## config.mk

```make
export PLATFORM = sky130hd
export DESIGN_NAME = base64_stream_encoder_top
export DESIGN_NICKNAME = d
export VERILOG_FILES = /design/src/rtl/core/b64e_pkg.sv /design/src/rtl/core/b64e_front.sv /design/src/rtl/core/b64e_fifo.sv /design/src/rtl/core/b64e_back.sv /design/src/rtl/core/base64_stream_encoder_top.sv
export VERILOG_INCLUDE_DIRS = /design/src /design/src/rtl/core
export SDC_FILE = /design/constraint.sdc
export NUM_CORES = 1
export LEC_CHECK = 0
export BUFFER_PORTS_ARGS = -buffer_cell sky130_fd_sc_hd__buf_2
export CORE_ASPECT_RATIO = 1.75
export CORE_MARGIN = 1.5
export CORE_UTILIZATION = 28
export DETAILED_ROUTE_END_ITERATION = 10
export PLACE_DENSITY_LB_ADDON = 0.12
export SYNTH_ARGS = -nofsm -noshare
export SYNTH_HDL_FRONTEND = slang
export SYNTH_SLANG_ARGS = --single-unit
export TNS_END_PERCENT = 100
```

## constraint.sdc

```tcl
create_clock -name clk -period 5.6 [get_ports clk]
set_input_delay 0.56 -clock clk [delete_from_list [all_inputs] [get_ports clk]]
set_output_delay 0.56 -clock clk [all_outputs]
set_load 0.1 [all_outputs]
```

## src/rtl/core/base64_stream_encoder_top_assert.svh

```systemverilog
// assertion macros shared by the base64 stream encoder modules
// expects signals named clk and arst_n in the module that uses them
`ifndef BASE64_STREAM_ENCODER_TOP_ASSERT_SVH
`define BASE64_STREAM_ENCODER_TOP_ASSERT_SVH

// same-cycle implication, disabled while reset is active
`define B64E_ASSERT_IMPL(lbl, ante, cons, msg) \
lbl: assert property (@(posedge clk) disable iff (!arst_n) (ante) |-> (cons)) else $error(msg);

// next-cycle implication, disabled while reset is active
`define B64E_ASSERT_NEXT(lbl, ante, cons, msg) \
lbl: assert property (@(posedge clk) disable iff (!arst_n) (ante) |=> (cons)) else $error(msg);

`endif

```

## src/rtl/core/b64e_pkg.sv

```systemverilog
// shared types, constants and the alphabet lookup for the base64 stream encoder
// no dependencies
`timescale 1ns / 1ps
`default_nettype none
package b64e_pkg;

	localparam int unsigned QDEPTH = 2;
	localparam int unsigned QPTR_W = (QDEPTH > 1) ? $clog2(QDEPTH) : 1;
	localparam int unsigned QCNT_W = $clog2(QDEPTH + 1);

	localparam logic [6:0] PAD_CHAR   = 7'd61;
	localparam logic [6:0] CHAR_PLUS  = 7'd43;
	localparam logic [6:0] CHAR_SLASH = 7'd47;
	localparam logic [1:0] LAST_SLOT  = 2'd3;
	localparam logic [1:0] FULL_HOLD  = 2'd2;

	// one completed group: 24 bits msb-first and the number of real bytes (1..3)
	typedef struct packed {
		logic [23:0] bits;
		logic [1:0]  nbytes;
	} grp_t;

	function automatic logic [6:0] sextet_char(input logic [5:0] s);
		logic [6:0] r;
		case (s) inside
			[6'd0:6'd25]:  r = 7'd65 + {1'b0, s};
			[6'd26:6'd51]: r = 7'd71 + {1'b0, s};
			[6'd52:6'd61]: r = {1'b0, s} - 7'd4;
			6'd62:         r = CHAR_PLUS;
			default:       r = CHAR_SLASH;
		endcase
		return r;
	endfunction

endpackage
`default_nettype wire

```

## src/rtl/core/b64e_front.sv

```systemverilog
// front part: takes bytes, holds up to two, and pushes completed groups
// depends on b64e_pkg
`timescale 1ns / 1ps
`default_nettype none
module b64e_front (
	input  wire logic          clk,
	input  wire logic          arst_n,
	input  wire logic          s_tvalid,
	output logic               s_tready,
	input  wire logic [7:0]    s_tdata,
	input  wire logic          s_tlast,
	input  wire logic          q_full,
	output logic               push,
	output b64e_pkg::grp_t     push_grp
);

	logic [1:0] cnt_q;
	logic [7:0] held_q [0:1];
	logic       accept;
	logic       completes;

	assign s_tready  = !q_full;
	assign accept    = s_tvalid && s_tready;
	assign completes = s_tlast || (cnt_q >= b64e_pkg::FULL_HOLD);
	assign push      = accept && completes;

	always_comb begin
		push_grp.nbytes = (cnt_q >= b64e_pkg::FULL_HOLD) ? 2'd3 : cnt_q + 2'd1;
		case (cnt_q)
			2'd0:    push_grp.bits = {s_tdata, 16'd0};
			2'd1:    push_grp.bits = {held_q[0], s_tdata, 8'd0};
			default: push_grp.bits = {held_q[0], held_q[1], s_tdata};
		endcase
	end

	always_ff @(posedge clk or negedge arst_n) begin
		if (!arst_n) begin
			cnt_q <= 2'd0;
		end else if (accept) begin
			cnt_q <= completes ? 2'd0 : cnt_q + 2'd1;
		end
	end

	always_ff @(posedge clk) begin
		if (accept && !completes) begin
			held_q[cnt_q[0]] <= s_tdata;
		end
	end

endmodule
`default_nettype wire

```

## src/rtl/core/b64e_fifo.sv

```systemverilog
// short group queue between the front and the back
// depends on b64e_pkg and base64_stream_encoder_top_assert.svh
`timescale 1ns / 1ps
`default_nettype none
`include "base64_stream_encoder_top_assert.svh"
module b64e_fifo (
	input  wire logic            clk,
	input  wire logic            arst_n,
	input  wire logic            push,
	input  wire b64e_pkg::grp_t  push_grp,
	input  wire logic            pop,
	output b64e_pkg::grp_t       head,
	output logic                 full,
	output logic                 empty
);

	b64e_pkg::grp_t                   mem_q [0:b64e_pkg::QDEPTH-1];
	logic [b64e_pkg::QPTR_W-1:0]      wptr_q;
	logic [b64e_pkg::QPTR_W-1:0]      rptr_q;
	logic [b64e_pkg::QCNT_W-1:0]      count_q;

	assign full  = (count_q == b64e_pkg::QCNT_W'(b64e_pkg::QDEPTH));
	assign empty = (count_q == '0);
	assign head  = mem_q[rptr_q];

	function automatic logic [b64e_pkg::QPTR_W-1:0] next_ptr(
		input logic [b64e_pkg::QPTR_W-1:0] p
	);
		logic [b64e_pkg::QPTR_W-1:0] r;
		if (p == b64e_pkg::QPTR_W'(b64e_pkg::QDEPTH - 1)) begin
			r = '0;
		end else begin
			r = p + 1'b1;
		end
		return r;
	endfunction

	always_ff @(posedge clk or negedge arst_n) begin
		if (!arst_n) begin
			wptr_q  <= '0;
			rptr_q  <= '0;
			count_q <= '0;
		end else begin
			if (push) begin
				wptr_q <= next_ptr(wptr_q);
			end
			if (pop) begin
				rptr_q <= next_ptr(rptr_q);
			end
			case ({push, pop})
				2'b10:   count_q <= count_q + 1'b1;
				2'b01:   count_q <= count_q - 1'b1;
				default: count_q <= count_q;
			endcase
		end
	end

	always_ff @(posedge clk) begin
		if (push) begin
			mem_q[wptr_q] <= push_grp;
		end
	end

	`B64E_ASSERT_IMPL(a_no_overflow, push && full, pop, "group pushed into a full queue")
	`B64E_ASSERT_IMPL(a_no_underflow, pop, !empty, "group popped from an empty queue")
	`B64E_ASSERT_IMPL(a_count_range, 1'b1, count_q <= b64e_pkg::QCNT_W'(b64e_pkg::QDEPTH),
		"queue count beyond depth")

endmodule
`default_nettype wire

```

## src/rtl/core/b64e_back.sv

```systemverilog
// back part: turns each queued group into four characters, one per cycle unless the output stalls
// depends on b64e_pkg and base64_stream_encoder_top_assert.svh
`timescale 1ns / 1ps
`default_nettype none
`include "base64_stream_encoder_top_assert.svh"
module b64e_back (
	input  wire logic            clk,
	input  wire logic            arst_n,
	input  wire b64e_pkg::grp_t  head,
	input  wire logic            empty,
	output logic                 pop,
	output logic                 m_tvalid,
	input  wire logic            m_tready,
	output logic [7:0]           m_tdata,
	output logic                 m_tlast
);

	logic            busy_q;
	logic [1:0]      k_q;
	b64e_pkg::grp_t  grp_q;
	logic            m_tvalid_q;
	logic [6:0]      char_q;
	logic            last_q;

	logic            slot_free;
	logic            have;
	logic            fire;
	b64e_pkg::grp_t  cur;
	logic [5:0]      sextet;
	logic [6:0]      char_d;

	assign slot_free = !m_tvalid_q || m_tready;
	assign have      = busy_q || !empty;
	assign fire      = slot_free && have;
	assign pop       = fire && !busy_q;
	assign cur       = busy_q ? grp_q : head;

	always_comb begin
		case (k_q)
			2'd0:    sextet = cur.bits[23:18];
			2'd1:    sextet = cur.bits[17:12];
			2'd2:    sextet = cur.bits[11:6];
			default: sextet = cur.bits[5:0];
		endcase
		// positions past the real bytes are padding
		char_d = (k_q > cur.nbytes) ? b64e_pkg::PAD_CHAR : b64e_pkg::sextet_char(sextet);
	end

	always_ff @(posedge clk or negedge arst_n) begin
		if (!arst_n) begin
			busy_q     <= 1'b0;
			k_q        <= 2'd0;
			m_tvalid_q <= 1'b0;
		end else begin
			if (slot_free) begin
				m_tvalid_q <= have;
			end
			if (fire) begin
				k_q    <= k_q + 2'd1;
				busy_q <= (k_q != b64e_pkg::LAST_SLOT);
			end
		end
	end

	always_ff @(posedge clk) begin
		if (pop) begin
			grp_q <= head;
		end
		if (fire) begin
			char_q <= char_d;
			last_q <= (k_q == b64e_pkg::LAST_SLOT);
		end
	end

	assign m_tvalid = m_tvalid_q;
	assign m_tdata  = {1'b0, char_q};
	assign m_tlast  = last_q;

	`B64E_ASSERT_IMPL(a_idle_slot_zero, !busy_q, k_q == 2'd0, "character slot set while idle")
	`B64E_ASSERT_NEXT(a_group_done, fire && (k_q == b64e_pkg::LAST_SLOT), !busy_q && m_tlast,
		"group did not close on its fourth character")
	`B64E_ASSERT_NEXT(a_pop_starts, pop, busy_q && (k_q == 2'd1),
		"popped group did not start at its first character")

endmodule
`default_nettype wire

```

## src/rtl/core/base64_stream_encoder_top.sv

```systemverilog
// channel | direction | tdata (low bit up)           | tlast
// s_*     | in        | [7:0] data_byte              | final_byte
// m_*     | out       | [6:0] char_code, [7] zero    | end_of_group
//
// a byte that completes a group is written into a two-entry group queue
// the back part sends one character per cycle when not stalled, four per group
// sustained rate is set by the output, which sends four characters for three bytes
// s_tready drops only while the group queue is full; output stalls hold m_* steady
// arst_n clears the held count, the queue and the output valid
`timescale 1ns / 1ps
`default_nettype none
module base64_stream_encoder_top (
	input  wire logic       clk,
	input  wire logic       arst_n,
	input  wire logic       s_tvalid,
	output logic            s_tready,
	input  wire logic [7:0] s_tdata,   // [7:0] data_byte
	input  wire logic       s_tlast,
	output logic            m_tvalid,
	input  wire logic       m_tready,
	output logic [7:0]      m_tdata,   // [6:0] char_code, [7] zero
	output logic            m_tlast
);

	logic            push;
	logic            pop;
	logic            q_full;
	logic            q_empty;
	b64e_pkg::grp_t  push_grp;
	b64e_pkg::grp_t  head;

	b64e_front u_front (
		.clk      (clk),
		.arst_n   (arst_n),
		.s_tvalid (s_tvalid),
		.s_tready (s_tready),
		.s_tdata  (s_tdata),
		.s_tlast  (s_tlast),
		.q_full   (q_full),
		.push     (push),
		.push_grp (push_grp)
	);

	b64e_fifo u_fifo (
		.clk      (clk),
		.arst_n   (arst_n),
		.push     (push),
		.push_grp (push_grp),
		.pop      (pop),
		.head     (head),
		.full     (q_full),
		.empty    (q_empty)
	);

	b64e_back u_back (
		.clk      (clk),
		.arst_n   (arst_n),
		.head     (head),
		.empty    (q_empty),
		.pop      (pop),
		.m_tvalid (m_tvalid),
		.m_tready (m_tready),
		.m_tdata  (m_tdata),
		.m_tlast  (m_tlast)
	);

endmodule
`default_nettype wire
```

# After elaboration in Yosys (flattened, before gate mapping)
# Memory sizes are Yosys's and may differ from the RTL's.
# Index checks and enable logic that the tools add are counted.
[word_totals]
ramBits = 68
regBits = 44
mem_bits_ro = 0
latch_bits = 0
out_inout_bits = 11
n_memories = 2
in_bits = 13
[memory_table]
columns = ["name", "words", "width", "rd", "rd_ports_with_merged_regs", "write_ports", "line_no", "source"]
rows = [
  ["u_fifo.mem_q", 2, 26, 1, 0, 1, "b64e_fifo.sv:17", "b64e_pkg::grp_t mem_q [0:b64e_pkg::QDEPTH-1];"],
  ["u_front.held_q", 2, 8, 2, 0, 1, "b64e_front.sv:18", "logic [7:0] held_q [0:1];"],
]
[op_classes]
eq_ne = 9
n_mul = 0
n_shift = 0
bitwise_logic = 0
div = 0
addsub = 9
magnitude_cmp = 8
reduce_logical = 20
mux = 16
[ops]
columns = ["operator", "count"]
rows = [
  ["$pmux W24 S2", 1],
  ["$mux W26", 1],
  ["$mux W7", 3],
  ["$pmux W6 S3", 1],
  ["$add A7 B6 Y7 const A", 2],
  ["$le A6 B6 Y1 const B", 2],
  ["$eq A2 B2 Y1 const B", 4],
  ["$logic_and A1 B1 Y1", 8],
  ["$sub A6 B3 Y7 const B", 1],
  ["$add A2 B1 Y2 const B", 3],
  ["$eq A2 B1 Y1 const B", 3],
  ["$eq A6 B6 Y1 const B", 1],
  ["$ge A6 B1 Y1 const B", 1],
  ["$ge A6 B5 Y1 const B", 1],
  ["$ge A6 B6 Y1 const B", 1],
  ["$le A6 B5 Y1 const B", 1],
  ["$logic_not A2 Y1", 3],
  ["$mux W1", 6],
  ["$logic_not A1 Y1", 5],
  ["$mux W2", 2],
  ["$pmux W2 S2", 1],
  ["$logic_or A1 B1 Y1", 3],
  ["$mux W3", 1],
  ["$add A1 B1 Y1 const B", 2],
  ["5 further kinds", 5],
]

# Depth between registers and ports, before layout
# Gate-level depths: netlist of the first run.
# An unclocked memory read counts as a cell.
[logic_depth]
ltp_word = 8
mapped_depth = 16

# Modules after synthesis
# From an unflattened synthesis of the first run, not the netlist that was laid out.
[hier_totals]
hier_cells = 368
hier_area_um2 = 5307.6
[modules_own_cells]
columns = ["module", "area_each_um2", "cells_per_inst", "seq_area_each_um2", "n_inst"]
rows = [
  ["b64e_back", 2212.1, 190, 1121.1, 1],
  ["b64e_fifo", 2160.8, 97, 1661.6, 1],
  ["b64e_front", 934.6, 81, 530.5, 1],
]

# Worst setup path before layout of the first run
# No wires, ideal clock.
[synth_timing]
path_kind = "register to register"
startpoint = "register u_back.busy_q"
endpoint = "register u_fifo.count_q[1] (netlist name)"
stages_incl_launch_ff = 10
setup_time_ns = 0.079
arrival_time_ns = 3.972
path_slack_ns = 1.548
required_ns = 5.521
path_cell_list = "dfrtp_1 > buf_2 > buf_2 > buf_1 > nor3_1 > a21oi_1 > nor2b_1 > ha_1 > nor2_1 > xor2_1"
[synth_via]
elab_chain_len = 5
[synth_rtl]
columns = ["element", "line_no", "source"]
rows = [
  ["start: declaration", "b64e_back.sv:18", "logic busy_q;"],
  ["start signal: assignment", "b64e_back.sv:60", "busy_q <= (k_q != b64e_pkg::LAST_SLOT);"],
  ["$logic_or A1 B1 Y1 *", "b64e_back.sv:33", "assign have = busy_q || !empty;"],
  ["$logic_and A1 B1 Y1 *", "b64e_back.sv:34", "assign fire = slot_free && have;"],
  ["via u_back.fire", "b64e_back.sv:27", "logic fire;"],
  ["$logic_and A1 B1 Y1 *", "b64e_back.sv:35", "assign pop = fire && !busy_q;"],
  ["via pop", "base64_stream_encoder_top.sv:26", "logic pop;"],
  ["$eq A2 B1 Y1 / $eq A2 B2 Y1 (equally long branches)", "b64e_fifo.sv:50", "case ({push, pop})"],
  ["$pmux W2 S2 / $reduce_bool A2 Y1 (equally long branches)", "-", ""],
  ["end signal: assignment", "b64e_fifo.sv:51", "2'b10: count_q <= count_q + 1'b1;"],
  ["end signal: assignment", "b64e_fifo.sv:52", "2'b01: count_q <= count_q - 1'b1;"],
  ["end signal: assignment", "b64e_fifo.sv:53", "default: count_q <= count_q;"],
  ["end: declaration", "b64e_fifo.sv:20", "logic [b64e_pkg::QCNT_W-1:0] count_q;"],
]
# Mark *: on every way through the listed nets, which the timed path passes. The rest lies on a longest branch.
# A chain may end at the register's enable or synchronous reset.

==> results summary, run 1 <==
The final number of setup-violating endpoints is 0. Measured along the y axis, the die boundary spans 184.8 um. The synthesized netlist net count came out at 412. The shortest clock period the worst path allows after layout came out at 4.274 ns.

In this run the count of I/O pins placed on the die edge is 24. The H-tree was split into 3 levels. The run finished with clean final reports.

The count of filler cells inserted in the layout is 1848. A synthesized cell averages 13.99 um2. The minimum setup slack among reg-to-reg paths is 1.33 ns. The dominant synthesized flop cell is sky130_fd_sc_hd__edfxtp_1. The number of enable flip-flop cells after synthesis is 102. The met2 track demand over resource in global routing came out at 21.82%. The placer congestion estimate came out at 0.8483. The final critical-path setup slack came out at 1.326 ns. For this run, the share of the core covered by cells in the final layout is 31.77%.

Setup repair after global routing left no endpoint under its margin. The buffer levels on the longest clock path is 2. For the worst setup path, the data arrival time is 4.37 ns. The count of input and output buffers came out at 22. Entering global routing, the biggest net connects 29 pins. The number of vias after detailed routing is 2991. At the pin with the least slew margin, the transition time is 0.9372 ns. After clock tree synthesis, the repair step resized 0 gates.

In the routed design, unresolved DRC markers number 0. The synthesized flop and latch total is 112. The global route total overflow came out at 0. In this run, distinct cell masters in the synthesized netlist total 55. The final wirelength is 11.03 mm.

Based on the critical path, the design can be clocked at up to 234.0 MHz. The first-iteration detailed-routing DRC count came out at 143. The setup slack at placement came out at 1.304 ns.

The worst-skew pair later-pin latency came out at 0.34 ns. The register area came out at 3313 um2. Of all cell types, the one taking the most synthesized area is sky130_fd_sc_hd__edfxtp_1. The most congested layer reported by global routing is met2.

Using the TritonRoute via totals, the vias-per-cell ratio works out to 4.652. Global routing used 2.252% of the available met3 tracks. The number of search-and-repair iterations in the first detailed-routing pass is 4. The worst-case headroom to the max-slew limit came out at 37.29%. The area share of the largest cell type after synthesis is 57.91%. The number of antenna diodes came out at 0. The max-cap check violation count is 0.

Setup total negative slack on the finished layout was measured at 0 ns. The area growth from synthesis to layout is 11.62%. After clock tree synthesis, the setup repair step added 0 buffers. Synthesis handed over a netlist of 378 instances. The CTS buffer count came out at 9. The number of clock sinks came out at 112. The worst-path maximum fanout came out at 15.

Leaving out fill and tap cells, the most frequent cell in the layout is sky130_fd_sc_hd__edfxtp_1. In the final routed layout, each cell accounts on average for 17.15 um. The final clock skew came out at 0.007509 ns. The multi-input combinational cell area came out at 1789 um2. The antenna violation net count after detailed routing came out at 0. The number of hold-slack violations in the final timing report is 0.

The initial antenna violation count came out at 0. The number of max-slew violations in the final report is 0. The worst setup path is launched from a flip-flop. In this run the standard cell core region covers 18580 um2. The via count of the first global-routing pass is 3170. STA classifies the critical path endpoint as a flip-flop. The x dimension of the die is 106.9 um. The library cells used most frequently in the layout, excluding fill and tap cells, are 102 x sky130_fd_sc_hd__edfxtp_1, 27 x sky130_fd_sc_hd__mux2_2, 22 x sky130_fd_sc_hd__buf_2. Ranked by total cell area, the synthesized netlist is headed by sky130_fd_sc_hd__edfxtp_1 58%, sky130_fd_sc_hd__mux2_2 5.7%, sky130_fd_sc_hd__ha_1 5.0%, sky130_fd_sc_hd__dfrtp_1 4.7%, sky130_fd_sc_hd__a22o_1 2.8%. The fraction of layout cells with a size suffix above 1 came out at 19.26%.

The global-route track usage on met1 came out at 12.77%. The die covers 19750 um2. The yosys synthesis warning count came out at 0. The post-cts hold buffer count came out at 0. The cell area that synthesis handed to floorplanning was 5289 um2. The sum of net half-perimeters after detailed placement came out at 8.237 mm. The first global-routing pass estimated 17.51 mm of wire. The critical path is of the reg2reg type. The overall routing resource usage is 11.93%. The final period utilization came out at 76.31%. The share of the Yosys chip area taken by registers is 62.64%. The data required time of the critical path is 5.69 ns. The path type of the worst min-delay path is in2async. The clock-pin slew on the worst setup and hold paths came out at 0.07 ns. TritonCTS built the clock tree. The count of standard-cell rows came out at 66. Clock tree synthesis selected as its root buffer the cell sky130_fd_sc_hd__clkbuf_16. The async set-reset flop share out of synthesis came out at 8.929%. The initial utilization of the core area, before any placement, comes to 28.46%. The final layout contains 434 nets.
==> layer usage <==
metal  up-vias  share of wire [%]
met5         -                  0
met4         0                3.5
met3        22                1.9
met2        48                 54
met1      1431                 40
li1       1490                  -
==> synth_stat cells (all sizes together), types with 2 or more instances <==
cell type,instances
a32oi,3
xnor2,6
o21ai,9
nor2b,4
nand3,5
a22oi,2
nor3,3
ha,21
a211o,2
a21oi,14
nor4,3
inv,16
nand2b,18
mux2,27
and4,2
clkbuf,6
o31ai,2
nand4,4
nor2,13
o21a,3
mux2i,4
buf,13
a21o,3
xor2,2
edfxtp,102
a31o,2
a22o,17
nand2,14
o211ai,16
a222oi,3
dfrtp,10
a31oi,2
and2,11
==> critical path: stages (launching register included) <==
cell and delay [ns]:
sky130_fd_sc_hd__dfrtp_1 0.71, sky130_fd_sc_hd__buf_4 0.34, sky130_fd_sc_hd__mux2_2 0.39, sky130_fd_sc_hd__o211ai_1 0.17
sky130_fd_sc_hd__nand4_1 0.21, sky130_fd_sc_hd__nand2_1 0.31, sky130_fd_sc_hd__inv_1 0.11, sky130_fd_sc_hd__ha_1 0.27
sky130_fd_sc_hd__a21o_1 0.23, sky130_fd_sc_hd__a2111oi_2 0.70, sky130_fd_sc_hd__a21oi_1 0.14, sky130_fd_sc_hd__a2111o_1 0.40
==> metrics by stage <==
| step | cells | area, um2 | hold WS [ns] |
|---|---|---|---|
| 2_1_floorplan | 378 | 5289 | 0.2644 |
| 3_3_place_gp | 627 | 5634 | 0.4712 |
| 3_5_place_dp | 627 | 5634 | 0.4750 |
| 4_1_cts | 643 | 5903 | 0.09549 |
| 5_1_grt | 643 | 5903 | 0.09692 |
| 6_report | 643 | 5903 | 0.09418 |
==> final timing paths <==
path                                          startpoint                             end  cells after the start
setup reg to reg               u_fifo.rptr_q$_DFFE_PN0P_  u_back.char_q[2]$_SDFFCE_PN1P_                     11
setup / recovery               u_fifo.rptr_q$_DFFE_PN0P_  u_back.char_q[2]$_SDFFCE_PN1P_                     11
max in group asynchronous                         arst_n       u_back.busy_q$_DFFE_PN0P_                      1
min in group clk                                m_tready     u_back.m_tvalid$_DFFE_PN0P_                      2
hold / removal                                    arst_n       u_fifo.wptr_q$_DFFE_PN0P_                      1
hold reg to reg            u_fifo.count_q[1]$_DFFE_PN0P_   u_fifo.count_q[1]$_DFFE_PN0P_                      1
==> sequential cells by signal, summed over array words and instances (netlist names) <==
register,cells
u_back.busy_q,1
u_back.char_q,7
u_back.grp_q,26
u_back.k_q,2
u_back.m_tlast,1
u_back.m_tvalid,1
u_fifo.count_q,2
u_fifo.mem_q,52
u_fifo.rptr_q,1
u_fifo.wptr_q,1
u_front.cnt_q,2
u_front.held_q,16
==> kinds of logic (layout without fill, tap and decap cells) <==
kind of cell | count (synthesis) | count (layout) | share of synthesized area (%)
AO/OA/AOI/OAI | 88 | 88 | 12.59
XOR/XNOR | 8 | 8 | 1.325
adder cells (fa/ha/maj) | 21 | 21 | 4.968
buffers and inverters | 36 | 63 | 3.667
flip-flops | 112 | 112 | 62.64
multiplexers | 31 | 31 | 6.506
other | 1 | 1 | 0.07090
AND/OR/NAND/NOR | 81 | 81 | 8.233
==> layout make-up <==
cell class,instances,share of cell area (%)
Tap cell,238,5.045
Clock buffer,12,4.175
Timing Repair Buffer,30,2.883
Sequential cell,112,56.13
Inverter,17,1.081
Multi-Input combinational cell,230,30.31
Clock inverter,4,0.3815
Power of run 1 is left out: the tool's default activity adds up to more than one toggle a clock period on the data nets, which glitch-free logic cannot reach.
==> run 2: changes to the inputs <==
--- a/config.mk
+++ b/config.mk
@@ -6,6 +6,7 @@
 export SDC_FILE = /design/constraint.sdc
 export NUM_CORES = 1
 export LEC_CHECK = 0
+export ABC_AREA = 1
 export BUFFER_PORTS_ARGS = -buffer_cell sky130_fd_sc_hd__buf_2
 export CORE_ASPECT_RATIO = 1.75
 export CORE_MARGIN = 1.5
==> constraint.sdc (replaced) <==
create_clock -name clk -period 4.2 [get_ports clk]
set_input_delay 0.42 -clock clk [delete_from_list [all_inputs] [get_ports clk]]
set_output_delay 0.42 -clock clk [all_outputs]
set_load 0.1 [all_outputs]
==> run 2 against run 1 <==
Against the previous run: global-route usage increased by 0.37 points; hold slack better by 0.17 ns; sequential share of layout area is 1.4 points lower; synthesized cell count rose by 40%; flip-flop and latch count unchanged; utilization up 0.065 points; worst setup slack worse by 0.64 ns; critical path depth is 9 higher.
==> results summary, run 2 <==
The first-iteration detailed-routing DRC count is 158 (+10%). The root buffer cell is sky130_fd_sc_hd__clkbuf_16. The total setup buffers inserted after CTS came out at 0 (unchanged). The setup slack at placement is 0.6121 ns (-0.6914 ns). The data required time of the critical path was 4.31 ns (-1.38 ns). TritonCTS built the clock tree. The number of max-slew violations in the final report was 0 (unchanged). The flip-flop count of the largest register, all copies and words added came to 52 (unchanged). The amount of wire on met2 after detailed routing came to 6.275 mm (+4.8%). The startpoint-to-endpoint class of the critical path is reg2reg. The final wirelength is 11.69 mm (+6.0%). The setup total negative slack is 0 ns (unchanged). The shortest clock period the worst path allows after layout came to 3.510 ns (-0.7633 ns).

The met3 wire length was 225 um (+6.1%). The mean instance size in the synthesized netlist came out at 10.23 um2 (-27%). The synthesized netlist net count came out at 564 (+37%). The tightest min-delay check is of the in2reg type. The total instance count after detailed placement came out at 782 (+25%). The final-stage net count is 587 (+35%). The async set-reset flop share out of synthesis came to 8.929% (unchanged). The clock-pin slew on the worst setup and hold paths came out at 0.08 ns (about the same). The initial antenna violation count was 0 (unchanged). Among all flip-flop cells after synthesis, the most frequent one is sky130_fd_sc_hd__edfxtp_1.

The reg-to-reg critical path endpoint is u_back.char_q[3]$_SDFFCE_PN1P_. The yosys synthesis warning count came out at 0 (unchanged). STA classifies the critical path endpoint as a flip-flop. The DRC violations left is 0 (unchanged). The gate count of the mapped netlist is 530 (+40%). In this run the critical register-to-register path is launched from u_fifo.rptr_q$_DFFE_PN0P_. The number of top-level pins came out at 24 (unchanged).

The area share of the largest cell type after synthesis came to 56.51% (-1.4 points). The final number of setup-violating endpoints came out at 0 (unchanged). Setup repair after global routing left no endpoint under its margin. The buffer levels on the longest clock path is 2 (unchanged). The detailed router used layers up to and including met4. The startpoint of the worst setup timing path is u_fifo.rptr_q$_DFFE_PN0P_. The floorplan die height is 187.1 um (+1.2%). The fmax is 284.9 MHz (+22%). The overall routing resource usage is 12.30% (+0.37 points). The via count of the first global-routing pass is 3555 (+12%). The proportion of synthesized chip area in sequential cells came out at 61.13% (-1.5 points). The most common cell after layout, fill and taps aside is sky130_fd_sc_hd__nand2_1. sky130_fd_sc_hd__nand2_1 is the most common cell in the netlist.

The max-cap check violation count is 0 (unchanged). The number of enable flip-flop cells after synthesis came out at 102 (unchanged). The placer congestion estimate came out at 0.8336 (-1.7%). The final period utilization came out at 83.58% (+7.3 points). The count of unique library cells instantiated by Yosys is 36 (-35%). The global route total overflow is 0 (unchanged). The worst setup path is launched from a flip-flop.

The x dimension of the die is 108.2 um (+1.2%). The number of vias after detailed routing came to 3521 (+18%). The per-cell via count in the routed design is 4.407 (-5.3%). The number of hold-slack violations in the final timing report came out at 0 (unchanged).

The final routed wire length divided by cell count was 14.63 um (-15%). The worst-case headroom to the max-slew limit was 36.69% (-0.60 points). The sum of net half-perimeters after detailed placement came out at 8.607 mm (+4.5%).

The number of search-and-repair iterations in the first detailed-routing pass was 4 (unchanged). Sorting the synthesized cells by area gives the leading types as sky130_fd_sc_hd__edfxtp_1 57%, sky130_fd_sc_hd__nand2_1 10%, sky130_fd_sc_hd__ha_1 4.8%, sky130_fd_sc_hd__dfrtp_1 4.6%, sky130_fd_sc_hd__nor2_1 3.9%. The antenna violation net count after detailed routing was 0 (unchanged). Leaving out fill and tap cells, the most frequent cells in the layout are 145 x sky130_fd_sc_hd__nand2_1, 102 x sky130_fd_sc_hd__edfxtp_1, 55 x sky130_fd_sc_hd__nor2_1. The die outline area came out at 20230 um2 (+2.4%). The post-route met1 wirelength came out at 4.890 mm (+10%). The count of standard-cell rows came to 67 (+1.5%). The cell area after synthesis is 5420 um2 (+2.5%). The flow ran to the end, and the final reports show no timing, DRC or antenna violations. The worst-skew pair later-pin latency is 0.35 ns (about the same). Counting flops per register, the top entry is u_fifo.mem_q. The actual transition at the worst max-transition pin is 0.9497 ns (+0.01248 ns).

The maximum level of the CTS H-tree came out at 3 (unchanged). The final critical-path setup slack came out at 0.6897 ns (-0.6367 ns). The fraction of layout cells with a size suffix above 1 came out at 13.44% (-5.8 points).

The global-route wire length before repair came out at 18.98 mm (+8.4%). The signal arrival time at the worst endpoint came out at 3.62 ns (-0.75 ns). In the synthesized netlist, the cells that appear most often are 145 x sky130_fd_sc_hd__nand2_1, 102 x sky130_fd_sc_hd__edfxtp_1, 57 x sky130_fd_sc_hd__nor2_1.

The minimum setup slack among reg-to-reg paths is 0.69 ns (-0.64 ns). The number of non-filler instances in the completed layout is 799 (+24%). sky130_fd_sc_hd__edfxtp_1 takes more of the synthesized area than any other cell. The CTS buffer count came to 9 (unchanged). The logic depth of the worst register-to-register path is 20 (+9). The synthesized flop and latch total came out at 112 (unchanged). The worst-path maximum fanout is 27 (+12).

The core area is 19030 um2 (+2.4%). The maximum number of pins on one net before global-route repair is 46 (+59%). The most critical setup path has its endpoint at u_back.char_q[3]$_SDFFCE_PN1P_. The final clock skew was 0.01091 ns (+0.003402 ns). The starting density of the core came out at 28.48% (about the same). The number of clock sinks came out at 112 (unchanged). The number of antenna diodes is 0 (unchanged). The count of input and output buffers was 22 (unchanged). The area growth from synthesis to layout is 11.77%.
[run 2: cell types whose count changed after synthesis, sizes merged, moves of 18 or more]
cell | previous run | this run
inv | 16 | 49
mux2 | 27 | 0
nand2 | 14 | 158
nand2b | 18 | 0
nand3 | 5 | 41
nor2 | 13 | 61
o21ai | 9 | 38
[run 2: worst max-delay path: stages (launching register included)]
cell,delay [ns]
sky130_fd_sc_hd__dfrtp_1,0.97
sky130_fd_sc_hd__inv_6,0.24
sky130_fd_sc_hd__nand2_1,0.15
sky130_fd_sc_hd__nand3_1,0.09
sky130_fd_sc_hd__nand2_1,0.10
sky130_fd_sc_hd__nand3_1,0.09
sky130_fd_sc_hd__nand2_1,0.12
sky130_fd_sc_hd__nand2_4,0.11
sky130_fd_sc_hd__inv_2,0.13
sky130_fd_sc_hd__ha_1,0.21
sky130_fd_sc_hd__inv_1,0.05
sky130_fd_sc_hd__o21ai_0,0.25
sky130_fd_sc_hd__inv_1,0.07
sky130_fd_sc_hd__nor2_1,0.14
sky130_fd_sc_hd__nand2_1,0.08
sky130_fd_sc_hd__nand2_2,0.15
sky130_fd_sc_hd__inv_2,0.07
sky130_fd_sc_hd__nand3_1,0.08
sky130_fd_sc_hd__nand2_1,0.05
sky130_fd_sc_hd__inv_1,0.04
sky130_fd_sc_hd__nand2_1,0.05
[run 2: area by class of cell]
type                       instances  area, um2
fill                            1928      12970
timing repair buffer              28      157.7
clock inverter                     6      62.56
inverter                          50      192.7
multi-input combinational        352       1802
clock buffer                      10      229.0
tap                              241      301.5
sequential                       112       3313
[run 2: per-stage QoR]
stage | hold WS [ns] | utilization (%) | area [um2]
after detailed placement | 0.3227 | 30.25 | 5757
after floorplan | 0.1244 | - | 5420
after CTS | 0.2545 | 31.84 | 6058
after global placement | 0.3195 | 30.25 | 5757
after global routing | 0.2515 | 31.84 | 6058
final | 0.2678 | 31.84 | 6058
[run 2: worst min path at each step]
stage	startpoint	endpoint	slack, ns	cells after the start
6_report	s_tdata[2]	u_front.held_q[1][2]$_DFFE_PP_	0.27	1
5_1_grt	s_tdata[3]	u_front.held_q[1][3]$_DFFE_PP_	0.25	1
4_1_cts	s_tdata[3]	u_front.held_q[1][3]$_DFFE_PP_	0.25	1
3_5_place_dp	arst_n	u_back.k_q[0]$_DFFE_PN0P_	0.32	1
3_3_place_gp	arst_n	u_back.k_q[0]$_DFFE_PN0P_	0.32	1
2_1_floorplan	arst_n	u_back.busy_q$_DFFE_PN0P_	0.12	0
[run 2: cells by family after synthesis]
group,share of synthesized area (%)
DFF,61.13
adders and majority gates,4.848
other,0.06919
AOI/OAI and AO/OA,5.240
buffers and inverters,5.725
and+or+nand+nor,21.54
xor gates and xnor gates,1.454
[run 2: timing repair]
item | 4_1_cts | 5_1_grt
endpoints found under the hold margin | 10 | 0
hold buffers | 1 | 0
gates resized for setup | 0 | 0
[run 2: metal layers]
metal / vias to the layer above / global-route usage (%)
li1: 1798 / -
met3: 16 / 2.091
met1: 1665 / 14.08
met2: 42 / 22.20
met4: 0 / 4.960
met5: - / 0
Power of run 2 is left out for the same reason.
==> run 3: changes to the inputs <==
--- a/config.mk
+++ b/config.mk
@@ -6,7 +6,7 @@
 export SDC_FILE = /design/constraint.sdc
 export NUM_CORES = 1
 export LEC_CHECK = 0
-export ABC_AREA = 1
+export ABC_AREA = 0
 export BUFFER_PORTS_ARGS = -buffer_cell sky130_fd_sc_hd__buf_2
 export CORE_ASPECT_RATIO = 1.75
 export CORE_MARGIN = 1.5
==> constraint.sdc (replaced) <==
create_clock -name clk -period 3.6 [get_ports clk]
set_input_delay 0.36 -clock clk [delete_from_list [all_inputs] [get_ports clk]]
set_output_delay 0.36 -clock clk [all_outputs]
set_load 0.1 [all_outputs]
==> run 3 against run 2 <==
Against the previous run: hold slack worse by 0.048 ns; final area increased by 0.68%; global-route usage is 0.30 points higher; worst setup slack lost 0.44 ns; die area fell by 2.4%.
==> results summary, run 3 (synthesis gave the netlist of run 1 again) <==
The x dimension of the die was 106.9 um (-1.2%). The hold-critical path depth is 2 (+1). The overall routing resource usage came out at 12.60% (+0.30 points). The clock-pin slew on the worst setup and hold paths came out at 0.07 ns (about the same). The placer congestion estimate came out at 0.9705 (+16%). The number of max-slew violations in the final report came out at 0 (unchanged). The flip-flop count of the largest register, all copies and words added was 52 (unchanged).

The final wirelength was 11.57 mm (-1.1%). The final-stage net count is 450 (-23%). The setup slack at placement came out at 0.2148 ns (-0.3973 ns). The global route total overflow came out at 0 (unchanged).

The core area was 18580 um2 (-2.4%). The slowest stage of the critical path is the sky130_fd_sc_hd__dfrtp_2 cell. The multi-input combinational cell area came out at 1789 um2 (-0.69%). The CTS buffer count is 9 (unchanged).

The number of top-level pins was 24 (unchanged). The actual transition at the worst max-transition pin came to 0.9161 ns (-0.03356 ns). The number of antenna diodes came out at 0 (unchanged).

The run finished with clean final reports. The met3 wire length is 240 um (+6.7%). The fmax was 298.6 MHz (+4.8%). The type of origin of the critical path is a flip-flop. The via count of the first global-routing pass came to 3276 (-7.8%). The maximum level of the CTS H-tree is 3 (unchanged). The count of input and output buffers came out at 22 (unchanged). In this run the critical register-to-register path is captured at u_back.char_q[2]$_SDFFCE_PN1P_. The worst-path maximum fanout came out at 23 (-15%). The path with the worst hold slack has its endpoint at u_back.m_tvalid$_DFFE_PN0P_. The number of clock sinks came to 112 (unchanged).

The number of hold-slack violations in the final timing report was 0 (unchanged). The amount of wire on met2 after detailed routing is 6.510 mm (+3.7%). The final critical-path setup slack is 0.2505 ns (-0.4392 ns).

The per-cell via count in the routed design is 4.769 (+8.2%). The final clock skew is 0.006903 ns (-0.004008 ns). The detailed router used layers up to and including met4. By startpoint and endpoint, the worst setup path is classified as reg2reg. The count of standard-cell rows came out at 66 (-1.5%).

The die outline area came out at 19750 um2 (-2.4%). The longest individual stage delay on the worst path came to 0.47 ns (-0.50 ns). The signal arrival time at the worst endpoint came out at 3.45 ns (-0.17 ns). TritonCTS built the clock tree. The logic depth of the worst register-to-register path was 12 (-40%).

The number of search-and-repair iterations in the first detailed-routing pass came to 4 (unchanged). The max-cap check violation count came out at 0 (unchanged). The setup total negative slack came out at 0 ns (unchanged).

The total setup buffers inserted after CTS is 0 (unchanged). In the layout the commonest cells are 102 x sky130_fd_sc_hd__edfxtp_1, 27 x sky130_fd_sc_hd__mux2_2, 22 x sky130_fd_sc_hd__buf_2, 22 x sky130_fd_sc_hd__buf_4, 21 x sky130_fd_sc_hd__ha_1. The minimum setup slack among reg-to-reg paths is 0.25 ns (-0.44 ns). The number of vias after detailed routing came out at 3143 (-11%). The fraction of layout cells with a size suffix above 1 came out at 22.80% (+9.4 points). The maximum number of pins on one net before global-route repair is 28 (-39%).

The buffer levels on the longest clock path was 2 (unchanged). The final routed wire length divided by cell count came to 17.55 um (+20%). The antenna violation net count after detailed routing is 0 (unchanged). The area growth from synthesis to layout is 15.33%.

The starting density of the core was 28.46% (about the same). In this run the clock root is driven by a sky130_fd_sc_hd__clkbuf_16. The final number of setup-violating endpoints came to 0 (unchanged). The post-route met1 wirelength is 4.396 mm (-10%). The first-iteration detailed-routing DRC count is 89 (-44%). The initial antenna violation count came out at 0 (unchanged). The final period utilization came out at 93.04% (+9.5 points). The register area is 3314 um2 (about the same).

The critical path goes through buf_12, mux2_2, o211ai_1, and4_1, or2_2, inv_1, ha_1, inv_1, a32oi_2, nand4_1, a31o_1, a2111o_1. The worst hold slack across all endpoints is 0.2202 ns (-0.04765 ns). The count of filler cells inserted in the layout is 1858 (-3.6%). The reg-to-reg startpoint is u_fifo.rptr_q$_DFFE_PN0P_. The floorplan die height came to 184.8 um (-1.2%). The global-route wire length before repair came out at 18.30 mm (-3.6%). Grouping stages by cell kind, the critical path spends the most delay in compound AO/OA/AOI/OAI gates. The count of buffer and inverter cells on the critical path is 3 (-3). In this design, the critical path's most frequently occurring cell is sky130_fd_sc_hd__inv_1.

The tightest min-delay check is of the in2reg type. The shortest clock period the worst path allows after layout is 3.349 ns (-0.1608 ns). Leaving out fill and tap cells, the most frequent cell in the layout is sky130_fd_sc_hd__edfxtp_1. The data required time of the critical path is 3.70 ns (-0.61 ns). The worst-skew pair later-pin latency came out at 0.35 ns (about the same). STA classifies the critical path endpoint as a flip-flop.

The worst-case headroom to the max-slew limit is 38.70% (+2.0 points). The register with the most flip-flops in the final layout is u_fifo.mem_q. Setup repair after global routing left no endpoint under its margin. The DRC violations left came out at 0 (unchanged). The sum of net half-perimeters after detailed placement is 8.847 mm (+2.8%).

In this run the most critical hold path is launched from m_tready.
==> run 3: worst max-delay path by stage <==
stage | end | start | cells past startpoint
detailed placement | u_back.char_q[2]$_SDFFCE_PN1P_ | u_fifo.rptr_q$_DFFE_PN0P_ | 12
global placement | u_back.char_q[2]$_SDFFCE_PN1P_ | u_fifo.rptr_q$_DFFE_PN0P_ | 12
floorplan | u_fifo.count_q[1]$_DFFE_PN0P_ | u_back.busy_q$_DFFE_PN0P_ | 9
finish | u_back.char_q[2]$_SDFFCE_PN1P_ | u_fifo.rptr_q$_DFFE_PN0P_ | 12
CTS | u_back.char_q[2]$_SDFFCE_PN1P_ | u_fifo.rptr_q$_DFFE_PN0P_ | 12
global route | u_back.char_q[2]$_SDFFCE_PN1P_ | u_back.k_q[0]$_DFFE_PN0P_ | 12
==> run 3: repair_timing <==
action | 4_1_cts | 5_1_grt
hold endpoints to repair | 10 | 0
hold buffers | 1 | 0
endpoints found under the setup margin | 0 | 2
gates resized for setup | 0 | 1
==> run 3: worst reg2reg max path, stage by stage (launching register included) <==
cell and delay, ns:
sky130_fd_sc_hd__dfrtp_2 0.47, sky130_fd_sc_hd__buf_12 0.19, sky130_fd_sc_hd__mux2_2 0.29, sky130_fd_sc_hd__o211ai_1 0.08, sky130_fd_sc_hd__and4_1 0.21, sky130_fd_sc_hd__or2_2 0.30, sky130_fd_sc_hd__inv_1 0.15, sky130_fd_sc_hd__ha_1 0.29
sky130_fd_sc_hd__inv_1 0.09, sky130_fd_sc_hd__a32oi_2 0.21, sky130_fd_sc_hd__nand4_1 0.16, sky130_fd_sc_hd__a31o_1 0.26, sky130_fd_sc_hd__a2111o_1 0.40
==> run 3: routing by layer <==
layer,GRT usage (%),vias to the layer above
met5,0,-
met4,6.560,0
met3,2.182,28
met2,23.85,62
met1,13.02,1528
li1,-,1525
==> run 3: area by class of cell <==
cell class	count	area share, %
Timing Repair Buffer	46	5.005
Clock inverter	7	1.703
Clock buffer	9	3.692
Sequential cell	112	54.34
Inverter	17	1.046
Multi-Input combinational cell	230	29.33
Tap cell	238	4.882
==> run 3: through the flow <==
| step | utilization, % | cell area (um2) | cells |
|---|---|---|---|
| after floorplan | - | 5291 | 378 |
| after global placement | 31.00 | 5759 | 642 |
| after global routing | 32.83 | 6100 | 659 |
| after CTS | 32.82 | 6098 | 659 |
| final | 32.83 | 6100 | 659 |
| after detailed placement | 31.00 | 5759 | 642 |
Power of run 3 is left out for the same reason.
